===== src/sv/ish_pkg.sv =====
package ish_pkg;

	// fixed field widths
	localparam int unsigned REQ_W     = 2;
	localparam int unsigned WORD_W    = 64;
	localparam int unsigned IDX_W     = 7;
	localparam int unsigned RSP_CNT_W = 32;

	// defaults for the top-level parameters
	localparam int unsigned DEF_IFACE_BITS = 64;
	localparam int unsigned DEF_MAX_WORDS  = 16;
	localparam int unsigned DEF_COUNT_BITS = 32;

	// depth of the queue between front and back
	localparam int unsigned QUEUE_DEPTH = 4;

	// request codes on the wire
	localparam logic [REQ_W-1:0] REQ_PUSH  = 2'd0;
	localparam logic [REQ_W-1:0] REQ_READ  = 2'd1;
	localparam logic [REQ_W-1:0] REQ_CLEAR = 2'd2;

	typedef enum logic [1:0] {
		OP_PUSH,
		OP_READ,
		OP_CLEAR,
		OP_NONE
	} op_t;

	typedef enum logic [1:0] {
		BK_IDLE,
		BK_ISSUE,
		BK_READ,
		BK_CLEAR
	} back_state_t;

	typedef struct packed {
		op_t               op;
		logic [WORD_W-1:0] word;
		logic              last;
		logic [IDX_W-1:0]  idx;
	} ish_item_t;

endpackage


===== src/sv/ish_if.sv =====
interface ish_req_if import ish_pkg::*; ();
	logic              valid;
	logic              ready;
	logic [REQ_W-1:0]  req_type;
	logic [WORD_W-1:0] interface_word;
	logic              last_of_genome;
	logic [IDX_W-1:0]  bin_index;

	modport source (output valid, req_type, interface_word, last_of_genome, bin_index,
		input ready);
	modport sink (input valid, req_type, interface_word, last_of_genome, bin_index,
		output ready);
endinterface

interface ish_rsp_if import ish_pkg::*; ();
	logic                 valid;
	logic                 ready;
	logic [IDX_W-1:0]     bin_number;
	logic [RSP_CNT_W-1:0] bin_count;

	modport source (output valid, bin_number, bin_count, input ready);
	modport sink (input valid, bin_number, bin_count, output ready);
endinterface


===== src/sv/ish_front.sv =====
module ish_front import ish_pkg::*; (
	input  logic      clk,
	input  logic      arst_n,
	ish_req_if.sink   req,
	output logic      q_valid,
	input  logic      q_ready,
	output ish_item_t q_item
);

	localparam int unsigned QP_W = $clog2(QUEUE_DEPTH);
	localparam int unsigned QC_W = $clog2(QUEUE_DEPTH + 1);

	ish_item_t         fifo_q [QUEUE_DEPTH];
	logic [QP_W-1:0]   wr_ptr_q, rd_ptr_q;
	logic [QC_W-1:0]   cnt_q;
	op_t               op_d;
	logic              push, pop;

	// decode the request code
	always_comb begin
		unique case (req.req_type)
			REQ_PUSH:  op_d = OP_PUSH;
			REQ_READ:  op_d = OP_READ;
			REQ_CLEAR: op_d = OP_CLEAR;
			default:   op_d = OP_NONE;
		endcase
	end

	assign req.ready = (cnt_q != QC_W'(QUEUE_DEPTH));
	// unknown codes are taken and dropped here
	assign push      = req.valid && req.ready && (op_d != OP_NONE);
	assign q_valid   = (cnt_q != '0);
	assign pop       = q_valid && q_ready;
	assign q_item    = fifo_q[rd_ptr_q];

	always_ff @(posedge clk or negedge arst_n) begin
		if (!arst_n) begin
			wr_ptr_q <= '0;
			rd_ptr_q <= '0;
			cnt_q    <= '0;
		end else begin
			if (push) begin
				wr_ptr_q <= (wr_ptr_q == QP_W'(QUEUE_DEPTH - 1)) ? '0 : wr_ptr_q + 1'b1;
			end
			if (pop) begin
				rd_ptr_q <= (rd_ptr_q == QP_W'(QUEUE_DEPTH - 1)) ? '0 : rd_ptr_q + 1'b1;
			end
			if (push && !pop) begin
				cnt_q <= cnt_q + 1'b1;
			end else if (pop && !push) begin
				cnt_q <= cnt_q - 1'b1;
			end
		end
	end

	always_ff @(posedge clk) begin
		if (push) begin
			fifo_q[wr_ptr_q] <= '{op: op_d, word: req.interface_word,
				last: req.last_of_genome, idx: req.bin_index};
		end
	end

endmodule


===== src/sv/ish_back.sv =====
module ish_back import ish_pkg::*; #(
	parameter int unsigned IFACE_BITS = DEF_IFACE_BITS,
	parameter int unsigned MAX_WORDS  = DEF_MAX_WORDS,
	parameter int unsigned COUNT_BITS = DEF_COUNT_BITS
) (
	input  logic      clk,
	input  logic      arst_n,
	input  logic      q_valid,
	output logic      q_ready,
	input  ish_item_t q_item,
	ish_rsp_if.source rsp
);

	localparam int unsigned NBINS     = (IFACE_BITS * 3) / 2 + 2;
	localparam int unsigned SELF_BASE = (IFACE_BITS * 3) / 2 + 1;
	localparam int unsigned BIN_W     = $clog2(NBINS);
	localparam int unsigned WIDX_W    = $clog2(MAX_WORDS);
	localparam int unsigned CNT_W     = $clog2(MAX_WORDS + 1);
	localparam int unsigned PC_W      = $clog2(IFACE_BITS + 1);

	back_state_t state_q, state_d;

	logic [CNT_W-1:0]      stored_q, k_q;
	logic [IFACE_BITS-1:0] cur_w_q, cur_rw_q, rw_d;
	logic                  cur_last_q;
	logic [IDX_W-1:0]      cur_idx_q;

	logic load, issue, st_we, inj_rd, do_clear, drop_clr, pipe_empty;

	// word store
	logic [IFACE_BITS-1:0] store_mem [MAX_WORDS];
	logic [WIDX_W-1:0]     st_raddr;

	// bin store with per-bin valid bits
	logic [COUNT_BITS-1:0] bins_mem [NBINS];
	logic [NBINS-1:0]      bin_valid_q;

	// distance pipeline
	logic                  v_s1, v_s2, v_s3;
	logic                  self_s1;
	logic [IFACE_BITS-1:0] store_rd_s1, a_s1;
	logic [PC_W-1:0]       pc_s1;
	logic [BIN_W-1:0]      bin_s1;
	logic [BIN_W-1:0]      bin_s2, bin_s3;
	logic                  rd_s2, rd_s3, oor_s2, oor_s3;
	logic [IDX_W-1:0]      idx_s2, idx_s3;
	logic [COUNT_BITS-1:0] rdata_s3;
	logic                  bv_s3;

	// last write, for forwarding into a read issued on the same edge
	logic                  wv_q;
	logic [BIN_W-1:0]      wbin_q;
	logic [COUNT_BITS-1:0] wval_q;

	logic [COUNT_BITS-1:0]           base_s3, new_s3;
	logic [COUNT_BITS+RSP_CNT_W-1:0] wide_s3;

	logic                 out_valid_q;
	logic [IDX_W-1:0]     out_bin_q;
	logic [RSP_CNT_W-1:0] out_cnt_q;

	assign pipe_empty = !v_s1 && !v_s2 && !v_s3;

	// mirrored complement of the incoming word
	always_comb begin
		for (int i = 0; i < IFACE_BITS; i++) begin
			rw_d[i] = ~q_item.word[IFACE_BITS-1-i];
		end
	end

	always_comb begin
		state_d  = state_q;
		q_ready  = 1'b0;
		load     = 1'b0;
		issue    = 1'b0;
		st_we    = 1'b0;
		inj_rd   = 1'b0;
		do_clear = 1'b0;
		drop_clr = 1'b0;
		unique case (state_q)
			BK_IDLE: begin
				q_ready = 1'b1;
				if (q_valid) begin
					load = 1'b1;
					case (q_item.op)
						OP_PUSH: begin
							if (stored_q < CNT_W'(MAX_WORDS)) begin
								state_d = BK_ISSUE;
							end else begin
								drop_clr = q_item.last;
							end
						end
						OP_READ:  state_d = BK_READ;
						OP_CLEAR: state_d = BK_CLEAR;
						default:  state_d = BK_IDLE;
					endcase
				end
			end
			BK_ISSUE: begin
				issue = 1'b1;
				if (k_q == stored_q) begin
					st_we   = 1'b1;
					state_d = BK_IDLE;
				end
			end
			BK_READ: begin
				if (pipe_empty && !out_valid_q) begin
					inj_rd  = 1'b1;
					state_d = BK_IDLE;
				end
			end
			BK_CLEAR: begin
				if (pipe_empty) begin
					do_clear = 1'b1;
					state_d  = BK_IDLE;
				end
			end
			default: state_d = BK_IDLE;
		endcase
	end

	always_ff @(posedge clk or negedge arst_n) begin
		if (!arst_n) begin
			state_q     <= BK_IDLE;
		end else begin
			state_q     <= state_d;
		end
	end

	always_ff @(posedge clk or negedge arst_n) begin
		if (!arst_n) begin
			k_q         <= '0;
			stored_q    <= '0;
			v_s1        <= 1'b0;
			v_s2        <= 1'b0;
			v_s3        <= 1'b0;
			wv_q        <= 1'b0;
			bin_valid_q <= '0;
			out_valid_q <= 1'b0;
		end else begin
			if (load) begin
				k_q <= '0;
			end else if (issue) begin
				k_q <= k_q + 1'b1;
			end
			if (st_we) begin
				stored_q <= cur_last_q ? '0 : stored_q + 1'b1;
			end else if (drop_clr) begin
				stored_q <= '0;
			end
			v_s1 <= issue;
			v_s2 <= v_s1 || inj_rd;
			v_s3 <= v_s2;
			wv_q <= v_s3 && !rd_s3;
			if (do_clear) begin
				bin_valid_q <= '0;
			end else if (v_s3 && !rd_s3) begin
				bin_valid_q[bin_s3] <= 1'b1;
			end
			if (v_s3 && rd_s3) begin
				out_valid_q <= 1'b1;
			end else if (rsp.ready) begin
				out_valid_q <= 1'b0;
			end
		end
	end

	// word store: one write, one registered read
	assign st_raddr = (k_q == '0) ? '0 : WIDX_W'(k_q - 1'b1);

	always_ff @(posedge clk) begin
		if (st_we) begin
			store_mem[stored_q[WIDX_W-1:0]] <= cur_w_q;
		end
		if (issue) begin
			store_rd_s1 <= store_mem[st_raddr];
		end
	end

	// s1: distance and target bin
	assign a_s1  = self_s1 ? cur_w_q : store_rd_s1;
	assign pc_s1 = PC_W'($countones(a_s1 ^ cur_rw_q));
	assign bin_s1 = self_s1 ? (BIN_W'(SELF_BASE) - BIN_W'(pc_s1 >> 1))
		: (BIN_W'(IFACE_BITS) - BIN_W'(pc_s1));

	// s3: forward, saturate
	assign base_s3 = (wv_q && (wbin_q == bin_s3)) ? wval_q : (bv_s3 ? rdata_s3 : '0);
	assign new_s3  = (&base_s3) ? base_s3 : base_s3 + 1'b1;
	assign wide_s3 = {{RSP_CNT_W{1'b0}}, base_s3};

	always_ff @(posedge clk) begin
		if (load) begin
			cur_w_q    <= q_item.word[IFACE_BITS-1:0];
			cur_rw_q   <= rw_d;
			cur_last_q <= q_item.last;
			cur_idx_q  <= q_item.idx;
		end
		self_s1 <= (k_q == '0);
		if (inj_rd) begin
			oor_s2 <= (cur_idx_q >= IDX_W'(NBINS));
			bin_s2 <= (cur_idx_q >= IDX_W'(NBINS)) ? '0 : cur_idx_q[BIN_W-1:0];
		end else begin
			oor_s2 <= 1'b0;
			bin_s2 <= bin_s1;
		end
		rd_s2    <= inj_rd;
		idx_s2   <= cur_idx_q;
		bin_s3   <= bin_s2;
		rd_s3    <= rd_s2;
		oor_s3   <= oor_s2;
		idx_s3   <= idx_s2;
		bv_s3    <= bin_valid_q[bin_s2];
		wbin_q   <= bin_s3;
		wval_q   <= new_s3;
		if (v_s3 && rd_s3) begin
			out_bin_q <= idx_s3;
			out_cnt_q <= oor_s3 ? '0 : wide_s3[RSP_CNT_W-1:0];
		end
	end

	// bin store: one write, one registered read
	always_ff @(posedge clk) begin
		if (v_s3 && !rd_s3) begin
			bins_mem[bin_s3] <= new_s3;
		end
		rdata_s3 <= bins_mem[bin_s2];
	end

	assign rsp.valid      = out_valid_q;
	assign rsp.bin_number = out_bin_q;
	assign rsp.bin_count  = out_cnt_q;

endmodule


===== src/sv/interface_strength_histogram.sv =====
// Interface strength histogram.
// req channel: one beat per request. req_type 0 pushes interface_word (flag
// last_of_genome ends the genome and empties the word store), 1 reads bin
// bin_index, 2 zeroes every bin, 3 is taken and ignored.
// rsp channel: one beat per read, carrying bin_number and bin_count; counts
// saturate, and a bin past the last one reads as zero.
// A four-entry queue sits between the request decoder and the execution unit,
// so requests are taken while the unit is busy or a result waits.
// Throughput: a push occupies the execution unit for one self bin plus one bin
// per stored word, one bin update per cycle through a three-stage distance /
// read / update pipe; a dropped push (store full) issues no bins. A read waits
// for the pipe to drain and for the result register to be free; a clear also
// waits for the pipe to drain.
// Reset: all bins read as zero at once (per-bin valid bits), word store empty;
// no clearing pass is needed.
// A stalled receiver holds the result register; the unit then stops at the
// next read while the queue keeps filling until it is full.
module interface_strength_histogram import ish_pkg::*; #(
	parameter int unsigned IFACE_BITS = DEF_IFACE_BITS,
	parameter int unsigned MAX_WORDS  = DEF_MAX_WORDS,
	parameter int unsigned COUNT_BITS = DEF_COUNT_BITS
) (
	input  logic      clk,
	input  logic      arst_n,
	ish_req_if.sink   req,
	ish_rsp_if.source rsp
);

	// queue head towards the execution unit
	logic      q_valid;
	logic      q_ready;
	ish_item_t q_item;

	// request decoder and queue
	ish_front u_front (
		.clk     (clk),
		.arst_n  (arst_n),
		.req     (req),
		.q_valid (q_valid),
		.q_ready (q_ready),
		.q_item  (q_item)
	);

	// execution unit: word store, distance pipe, bin store, result register
	ish_back #(
		.IFACE_BITS (IFACE_BITS),
		.MAX_WORDS  (MAX_WORDS),
		.COUNT_BITS (COUNT_BITS)
	) u_back (
		.clk     (clk),
		.arst_n  (arst_n),
		.q_valid (q_valid),
		.q_ready (q_ready),
		.q_item  (q_item),
		.rsp     (rsp)
	);

endmodule


===== src/flat_wrapper.sv =====
// flat-port wrapper written by rule: the top's interface ports become plain ports
module interface_strength_histogram_flat import ish_pkg::*;
#(
	parameter int unsigned IFACE_BITS = DEF_IFACE_BITS,
	parameter int unsigned MAX_WORDS  = DEF_MAX_WORDS,
	parameter int unsigned COUNT_BITS = DEF_COUNT_BITS
)
  (clk, arst_n, req_valid, req_req_type, req_interface_word, req_last_of_genome, req_bin_index, req_ready, rsp_valid, rsp_bin_number, rsp_bin_count, rsp_ready);
  ish_req_if req_i ();
  ish_rsp_if rsp_i ();
  input  logic clk;
  input  logic arst_n;
  input wire logic [$bits(req_i.valid)-1:0] req_valid;
  input wire logic [$bits(req_i.req_type)-1:0] req_req_type;
  input wire logic [$bits(req_i.interface_word)-1:0] req_interface_word;
  input wire logic [$bits(req_i.last_of_genome)-1:0] req_last_of_genome;
  input wire logic [$bits(req_i.bin_index)-1:0] req_bin_index;
  output wire logic [$bits(req_i.ready)-1:0] req_ready;
  output wire logic [$bits(rsp_i.valid)-1:0] rsp_valid;
  output wire logic [$bits(rsp_i.bin_number)-1:0] rsp_bin_number;
  output wire logic [$bits(rsp_i.bin_count)-1:0] rsp_bin_count;
  input wire logic [$bits(rsp_i.ready)-1:0] rsp_ready;
  assign req_i.valid = req_valid;
  assign req_i.req_type = req_req_type;
  assign req_i.interface_word = req_interface_word;
  assign req_i.last_of_genome = req_last_of_genome;
  assign req_i.bin_index = req_bin_index;
  assign req_ready = req_i.ready;
  assign rsp_valid = rsp_i.valid;
  assign rsp_bin_number = rsp_i.bin_number;
  assign rsp_bin_count = rsp_i.bin_count;
  assign rsp_i.ready = rsp_ready;
  interface_strength_histogram #(.IFACE_BITS(IFACE_BITS), .MAX_WORDS(MAX_WORDS), .COUNT_BITS(COUNT_BITS)) u_core (.clk(clk), .arst_n(arst_n), .req(req_i), .rsp(rsp_i));
endmodule

===== config.mk =====
export PLATFORM = sky130hd
export DESIGN_NAME = interface_strength_histogram_flat
export DESIGN_NICKNAME = d
export VERILOG_FILES = /design/src/sv/ish_pkg.sv /design/src/sv/ish_if.sv /design/src/sv/ish_front.sv /design/src/sv/ish_back.sv /design/src/sv/interface_strength_histogram.sv /design/src/flat_wrapper.sv
export SDC_FILE = /design/constraint.sdc
export NUM_CORES = 2
export LEC_CHECK = 0
export BUFFER_PORTS_ARGS = -buffer_cell sky130_fd_sc_hd__buf_4
export CORE_UTILIZATION = 28
export CTS_BUF_LIST = sky130_fd_sc_hd__clkbuf_2
export DETAILED_ROUTE_END_ITERATION = 16
export PLACE_DENSITY_LB_ADDON = 0.1
export SETUP_SLACK_MARGIN = 0.5
export SLEW_MARGIN = 5
export SYNTH_ARGS = -nofsm -noshare
export SYNTH_HDL_FRONTEND = slang
export SYNTH_MEMORY_MAX_BITS = 65536
export SYNTH_SLANG_ARGS = --single-unit

===== constraint.sdc =====
create_clock -name clk -period 7.2 [get_ports clk]
set_input_delay 1.44 -clock clk [delete_from_list [all_inputs] [get_ports clk]]
set_output_delay 1.44 -clock clk [all_outputs]
set_load 0.05 [all_outputs]

# ---- After elaboration in Yosys (flattened, before gate mapping)
# Memories as Yosys holds them, arrays and structs flattened. A register that Yosys moved wholly into a read port is not among the register bits.
# Index checks and enable logic that the tools add are counted.
dict set report totals {
  output_inout_bits 41
  memories 3
  regBits 370
  ram_bits 4456
  word_cells 280
}
# memory words word_bits rd rd_ports_with_merged_regs wr line
set mem_list {}
lappend mem_list {u_core.u_back.bins_mem 98 32 1 1 1 ish_back.sv:35} ;# logic [COUNT_BITS-1:0] bins_mem [NBINS];
lappend mem_list {u_core.u_back.store_mem 16 64 1 1 1 ish_back.sv:31} ;# logic [IFACE_BITS-1:0] store_mem [MAX_WORDS];
lappend mem_list {u_core.u_front.fifo_q 4 74 1 0 1 ish_front.sv:13} ;# ish_item_t fifo_q [QUEUE_DEPTH];
dict set report classes {
  eq_ne 18
  reduce_logical 32
  muxes 53
  addsub 73
  magnitude_cmp 5
  bitwise 66
}
# op count
set op_table {}
lappend op_table {{2-to-1 mux 98 bit} 2}
lappend op_table {{bitwise OR 98 bit} 1}
lappend op_table {{2-to-1 mux 32 bit} 3}
lappend op_table {{adder 1 x 1 -> 2 bit} 32}
lappend op_table {{2-to-1 mux 64 bit} 1}
lappend op_table {{inverter 1 bit} 64}
lappend op_table {{XOR 64 bit} 1}
lappend op_table {{adder 2 x 2 -> 3 bit} 16}
lappend op_table {{adder 3 x 3 -> 4 bit} 8}
lappend op_table {{adder 32 x 1 -> 32 bit (second input constant)} 1}
lappend op_table {{AND reduction 32 bit} 1}
lappend op_table {{2-to-1 mux 5 bit} 5}
lappend op_table {{2-to-1 mux 1 bit} 24}
lappend op_table {{2-to-1 mux 7 bit} 3}
lappend op_table {{adder 4 x 4 -> 5 bit} 4}
lappend op_table {{< comparator 7 x 8 -> 1 bit (second input constant)} 2}
lappend op_table {{2-to-1 mux 2 bit} 7}
lappend op_table {{adder 5 x 5 -> 6 bit} 2}
lappend op_table {{== test 2 bit (second input constant)} 6}
lappend op_table {{logical AND 1 bit} 12}
lappend op_table {{case mux 2 bit (3 select lines)} 2}
lappend op_table {{adder 5 x 1 -> 5 bit (second input constant)} 2}
lappend op_table {{nonzero test 2 bit} 5}
lappend op_table {{inequality test 2 bit (second input constant)} 4}
lappend op_table {{other kinds (26)} 39}

# ---- Longest topological paths before layout
dict set report logic_depth {
  depth_word 11
  ltp_mapped 28
}

# ---- Hierarchy
# Synthesis repeated with hierarchy kept, for this count alone.
dict set report unflattened {
  cells_unflattened 8477
  hier_area_um2 190119.8
}
# mod n_inst area_each_um2 seq_area_each_um2 cells_each
set by_module_without_submodules {}
lappend by_module_without_submodules {ish_back 1 179015.4 137076.5 8050}
lappend by_module_without_submodules {ish_front 1 11104.4 9063.7 427}

# ---- Worst setup path before layout
# Ideal clock, no wire load.
dict set report synth_timing {
  path_type {reg-to-reg}
  from {register u_core.u_back.self_s1}
  to {register u_core.u_back.bin_s2[5]}
  arrival_time_ns 7.572
  period_less_slack_ns 7.678
  path_slack_ns -0.478
  stages_incl_launch_ff 27
  cell_sequence {dfxtp_1 clkbuf_1 buf_1 mux2i_1 xor2_1 fa_1 inv_1 fa_1 inv_1 fa_1 fa_1 inv_1 fa_1 fa_1 inv_1 fa_1 inv_1 fa_1 ha_1 fa_1 a21o_1 a21oi_1 xnor2_1 nor3_1 xnor2_1 or3_1 o311ai_0}
}
dict set report synth_via {
  elab_chain_len 11
  word_cells_on_any_way 69
}
# item line
set synth_lines {}
lappend synth_lines {{from (decl)} ish_back.sv:40} ;# logic self_s1;
lappend synth_lines {{from (signal assigned)} ish_back.sv:198} ;# self_s1 <= (k_q == '0);
lappend synth_lines {{2-to-1 mux 64 bit} ish_back.sv:181} ;# assign a_s1 = self_s1 ? cur_w_q : store_rd_s1;
lappend synth_lines {{XOR 64 bit} ish_back.sv:182} ;# assign pc_s1 = PC_W'($countones(a_s1 ^ cur_rw_q));
lappend synth_lines {{adder 1 x 1 -> 2 bit (not written as such)} ish_back.sv:182}
lappend synth_lines {{adder 2 x 2 -> 3 bit (not written as such)} ish_back.sv:182}
lappend synth_lines {{adder 3 x 3 -> 4 bit (not written as such)} ish_back.sv:182}
lappend synth_lines {{adder 4 x 4 -> 5 bit (not written as such)} ish_back.sv:182}
lappend synth_lines {{adder 5 x 5 -> 6 bit (not written as such)} ish_back.sv:182}
lappend synth_lines {{adder 6 x 6 -> 7 bit (not written as such)} ish_back.sv:182}
lappend synth_lines {{subtractor 7 bit or subtractor 7 x 6 -> 7 bit (tied branches)} {ish_back.sv:184, ish_back.sv:183}}
lappend synth_lines {{2-to-1 mux 7 bit *} ish_back.sv:183} ;# assign bin_s1 = self_s1 ? (BIN_W'(SELF_BASE) - BIN_W'(pc_s1 >> 1))
lappend synth_lines {{2-to-1 mux 7 bit *} ish_back.sv:199} ;# if (inj_rd) begin
lappend synth_lines {{to (signal assigned)} ish_back.sv:201} ;# bin_s2 <= (cur_idx_q >= IDX_W'(NBINS)) ? '0 : cur_idx_q[BIN_W-1:0];
lappend synth_lines {{to (signal assigned)} ish_back.sv:204} ;# bin_s2 <= bin_s1;
lappend synth_lines {{to (decl)} ish_back.sv:44} ;# logic [BIN_W-1:0] bin_s2, bin_s3;
# Mark *: on every way between the ends. The rest lies on a longest branch, timed or not.
# A chain may end at the register's enable or synchronous reset.

# ---- Final worst setup path
dict set report layout_timing {
  from {register u_core.u_back.self_s1}
  to {register u_core.u_back.bin_s2[4]}
}
# Same word-level chain as after synthesis.

==> summary.md <==
| Metric | Value |
|---|---|
| Path type of the worst min-delay path | flop to flop |
| Sequential-to-total area share from yosys stat | 77.08% |
| Startpoint type of the worst setup path | flop |
| Status | completed |
| Finished Cell Area | approximately 0.22 sq mm |
| Number of filler cells placed in the layout | about 65,000 |
| Site Rows | 301 |
| Per-cell via count in the routed design | 4.783 |
| Critical Path Fanout Max | 4 |
| RSZ-0062 raised after global routing | yes |
| HPWL Detailed | 349,600 um |
| Clock tree from TritonCTS | yes |
| Inserted Clock Buffers | 1,406 |
| Final Routed Wirelength | 606,300 um |
| Vias in the first global route | between 100k and 150k |
| Portion of the clock cycle consumed by the worst path in the final layout | 99.51% |
| DR pass1 iterations | 6 |
| Final count of pins violating max slew | 0 |
| Req. time, crit path | 9.54 ns |
| Die Footprint | 0.6804 sq mm |
| Largest clock skew in the final design | 0.5100 ns |
| Residual DRC | 0 |
| Tmin final | 7.165 ns |
| Grt met3 use | 4.095% |
| First-pass GRT wire length | 832,000 um |
| Height of the chip | 824.9 um |
| Count of nets left with antenna violations after detail routing | 0 |
| Post-synthesis to final-layout area growth | 15.43% |
| Cell Area, Placed | 0.2046 sq mm |
| Worst Path Arrival | around 9.5 ns |
| Post-Place Worst Slack | -0.2960 ns |
| Pin slew with the least headroom to its limit | approximately 1.4 ns |
| Number of enable-type register cells in the synthesized netlist | 4,695 |
| Skew-Pair Late Insertion Delay | 2.51 ns |
| H-tree depth | 7 |
| Setup-violating endpoint count in the final report | 0 |
| Share of final-layout standard cells stronger than drive strength 1 | 39.76% |
| Max Root-Sink Buffers | 5 |
| Setup CP Type | flop to flop |
| Horizontal die dimension | just over 800 um |
| Antenna violations before repair | 69 |
| Global Route met2 Usage | roughly 28% |
| Worst path setup slack after routing | between 0.03 and 0.04 ns |
| Fin nets | 10,150 |
| Max-Cap Viols | 0 |
| Routability Congestion | approximately 0.79 |
| Crit. End Element | flop |
| Met1 Track Usage GR | ~25% |
| All-layer global routing usage | 17.70% |
| Total via count in the routed design | 95,300 |
| Routed length per instance | 30.42 um |
| Predominant post-synthesis flop cell | edfxtp_1 |
| Final Hold Vio Count | 0 |
| Top-level port count | 119 |
| Most Used Layer, Global Route | met2 |
| Mean instance size in the synthesized netlist | 22.93 sq um |
| Mapped Cells | 8,267 |
| Floorplan core area | 0.6734 sq mm |
| CTS Sinks | 4,922 |
| Final core utilization | between 30% and 40% |
| Synthesized area | 0.1896 sq mm |
| Syn_nets | between 8,000 and 9,000 |
| Buffers on Ports | 118 |
| Worst-path clk slew | 0.11 ns |
| Count of distinct cell types in the synthesized netlist | 67 |
| Sum of overflow across all layers after global routing | 0 |
| Violation count after the first detailed-routing iteration | 8,954 |
| Root cell of the clock tree | clkbuf_2 |
| Effective utilization at floorplan | 28.16% |
| Fraction of synthesis flops using an asynchronous set or reset pin | 2.479% |
| Flip-flop and latch count after synthesis | 4,922 |
| Yosys synthesis warning count | 0 |
| Relative slew margins | 8.728% |
| Pin count of the biggest net entering global routing | 100 |
| Highest achievable clock rate | 0.1396 GHz |
-- critical path, cell delays in order, from the launching register on --
cell	delay [ns]
dfxtp_4	0.45
buf_4	0.15
buf_6	0.11
mux2i_2	0.25
xnor2_2	0.12
fa_1	0.51
fa_1	0.55
inv_1	0.07
fa_2	0.56
fa_1	0.41
fa_1	0.49
inv_1	0.06
fa_1	0.55
inv_1	0.06
fa_1	0.48
inv_1	0.05
fa_1	0.46
ha_2	0.20
fa_2	0.35
a21o_1	0.20
a21oi_4	0.17
xnor2_2	0.11
buf_4	0.15
nor3b_4	0.21
xor2_1	0.17
a21oi_1	0.08
o21ai_1	0.12
-- Yosys cell counts, types with 3 or more instances --
cell	instances	share of area, %
edfxtp_1	4695	74
mux4_2	1336	16
mux2i_1	237	1.3
nor2_1	204	0.40
clkbuf_1	171	0.34
buf_2	147	0.39
or2_2	129	0.43
inv_1	127	0.25
dfrtp_1	122	1.6
nand2_1	120	0.24
dfxtp_1	105	1.1
o21a_1	99	0.39
xnor2_1	75	0.35
a221oi_1	56	0.26
buf_1	55	0.11
fa_1	55	0.58
o21ai_0	49	0.13
xor2_1	45	0.21
a21oi_1	40	0.11
buf_4	38	0.15
nor2b_1	38	0.13
nand3_1	34	0.090
ha_1	31	0.20
nor3_1	29	0.077
a22o_1	24	0.11
mux2_2	24	0.14
a211oi_1	23	0.091
nand4_1	16	0.053
and2_1	15	0.049
buf_6	13	0.077
and3_1	12	0.040
nand2b_1	11	0.036
o22ai_1	10	0.033
a31oi_1	8	0.026
nand3b_1	7	0.028
and4_1	6	0.028
nor3b_1	6	0.024
nor4_1	6	0.020
a2111oi_0	4	0.018
a21o_1	4	0.016
nor4b_1	4	0.018
o31ai_1	4	0.016
a31o_2	3	0.014
nand4b_1	3	0.014
-- per-layer routing --
layer  vias to the layer above  wire, um
li1                      39010         -
met1                     52080    274500
met2                      3276    282600
met3                       928     34350
met4                        10     14700
met5                         -        66
-- cell usage in the layout (no fill, tap or decap), types with 9 or more instances in the layout --
cell type	Yosys	layout
edfxtp_1	4695	4695
clkbuf_2	0	2066
mux4_2	1336	1336
buf_4	38	475
clkinv_1	1	252
mux2i_1	237	231
dlygate4sd3_1	0	215
or2_2	129	129
inv_1	127	125
dfrtp_1	122	119
nand2_1	120	118
nor2_4	1	113
o21a_1	99	99
dfxtp_1	105	95
nor2_1	204	91
a221oi_1	56	56
xnor2_1	75	54
fa_1	55	52
o21ai_0	49	47
diode_2	0	45
buf_12	0	43
a21oi_1	40	36
nor2b_1	38	35
nand3_1	34	30
xor2_1	45	30
ha_1	31	29
nor3_1	29	24
a22o_1	24	24
mux2_2	24	23
clkinv_2	0	20
xnor2_2	0	19
nand4_1	16	16
xor2_4	0	14
inv_2	0	14
a211oi_1	23	13
and3_1	12	11
o22ai_1	10	10
nand2b_1	11	10
a211oi_2	0	10
and2_1	15	9
-- stage by stage --
| step | hold WS (ns) | TNS [ns] | instances |
|---|---|---|---|
| 5_1_grt | 0.1301 | -1.029 | 19920 |
| 3_3_place_gp | 0.3119 | -1.048 | 17290 |
| 2_1_floorplan | 0.3096 | 0 | 8267 |
| 4_1_cts | 0.004038 | -0.1585 | 19880 |
| 3_5_place_dp | 0.3121 | -0.8994 | 17290 |
| 6_report | 0.2870 | 0 | 19930 |
-- timing repair --
| action | in CTS | in global routing |
|---|---|---|
| pin swaps | 8 | 5 |
| hold buffers | 216 | 0 |
| hold endpoints to repair | 544 | 0 |
| gates resized for setup | 18 | 12 |
| buffers inserted | 9 | 2 |
| setup endpoints to repair | 6 | 7 |
-- layout make-up --
type | instances | area [sq um] | area share, %
diodes | 45 | 112.6 | 0.05145
clock buffers | 2066 | 10340 | 4.724
clock inverters | 298 | 1373 | 0.6271
inverters | 128 | 491.7 | 0.2247
multi-input cells | 2793 | 42560 | 19.44
flip-flops and latches | 4922 | 146200 | 66.79
well taps | 8938 | 11180 | 5.110
repair buffers | 737 | 6624 | 3.027
-- registers in the layout, summed over array words and instances (netlist names), 5 cells and up --
name and cells:
u_core.u_back.wbin_q 7, u_core.u_back.idx_s3 7, u_core.u_back.bin_s2 7, u_core.u_back.cur_w_q 64, u_core.u_back.cur_idx_q 7, u_core.u_back.k_q 5
u_core.u_back.store_rd_s1 64, u_core.u_back.bins_mem 3136, u_core.u_back.store_mem 1024, u_core.u_back.rdata_s3 32, u_core.u_back.stored_q 5, u_core.u_back.rsp.bin_count 32
u_core.u_front.fifo_q 296, u_core.u_back.bin_valid_q 98, u_core.u_back.cur_rw_q 64, u_core.u_back.wval_q 32, u_core.u_back.idx_s2 7, u_core.u_back.bin_s3 7
u_core.u_back.rsp.bin_number 7
-- final timing paths --
kind / end / slack (ns) / depth (start not counted) / startpoint
setup / recovery: u_core.u_back.bin_s2[4] / 0.03 / 26 / u_core.u_back.self_s1
hold reg to reg: u_core.u_back.wbin_q[1] / 0.29 / 0 / u_core.u_back.bin_s3[1]
min in group asynchronous: u_core.u_back.bin_valid_q[7] / 0.73 / 5 / arst_n
hold / removal: u_core.u_back.wbin_q[1] / 0.29 / 0 / u_core.u_back.bin_s3[1]
setup reg to reg: u_core.u_back.bin_s2[4] / 0.03 / 26 / u_core.u_back.self_s1
max in group asynchronous: u_core.u_back.bin_valid_q[84] / 4.74 / 6 / arst_n
-- kinds of logic after synthesis --
family | after synthesis | share of synthesized area (%)
adder cells (fa/ha/maj) | 86 | 0.7853
multiplexers | 1597 | 17.26
flip-flops | 4922 | 77.08
buffers and inverters | 552 | 1.317
AND/OR/NAND/NOR | 647 | 1.700
XOR/XNOR | 120 | 0.5543
AO/OA/AOI/OAI | 343 | 1.301
Power is left out: the tool's default activity adds up to more than one toggle a clock period on the data nets, which glitch-free logic cannot reach.
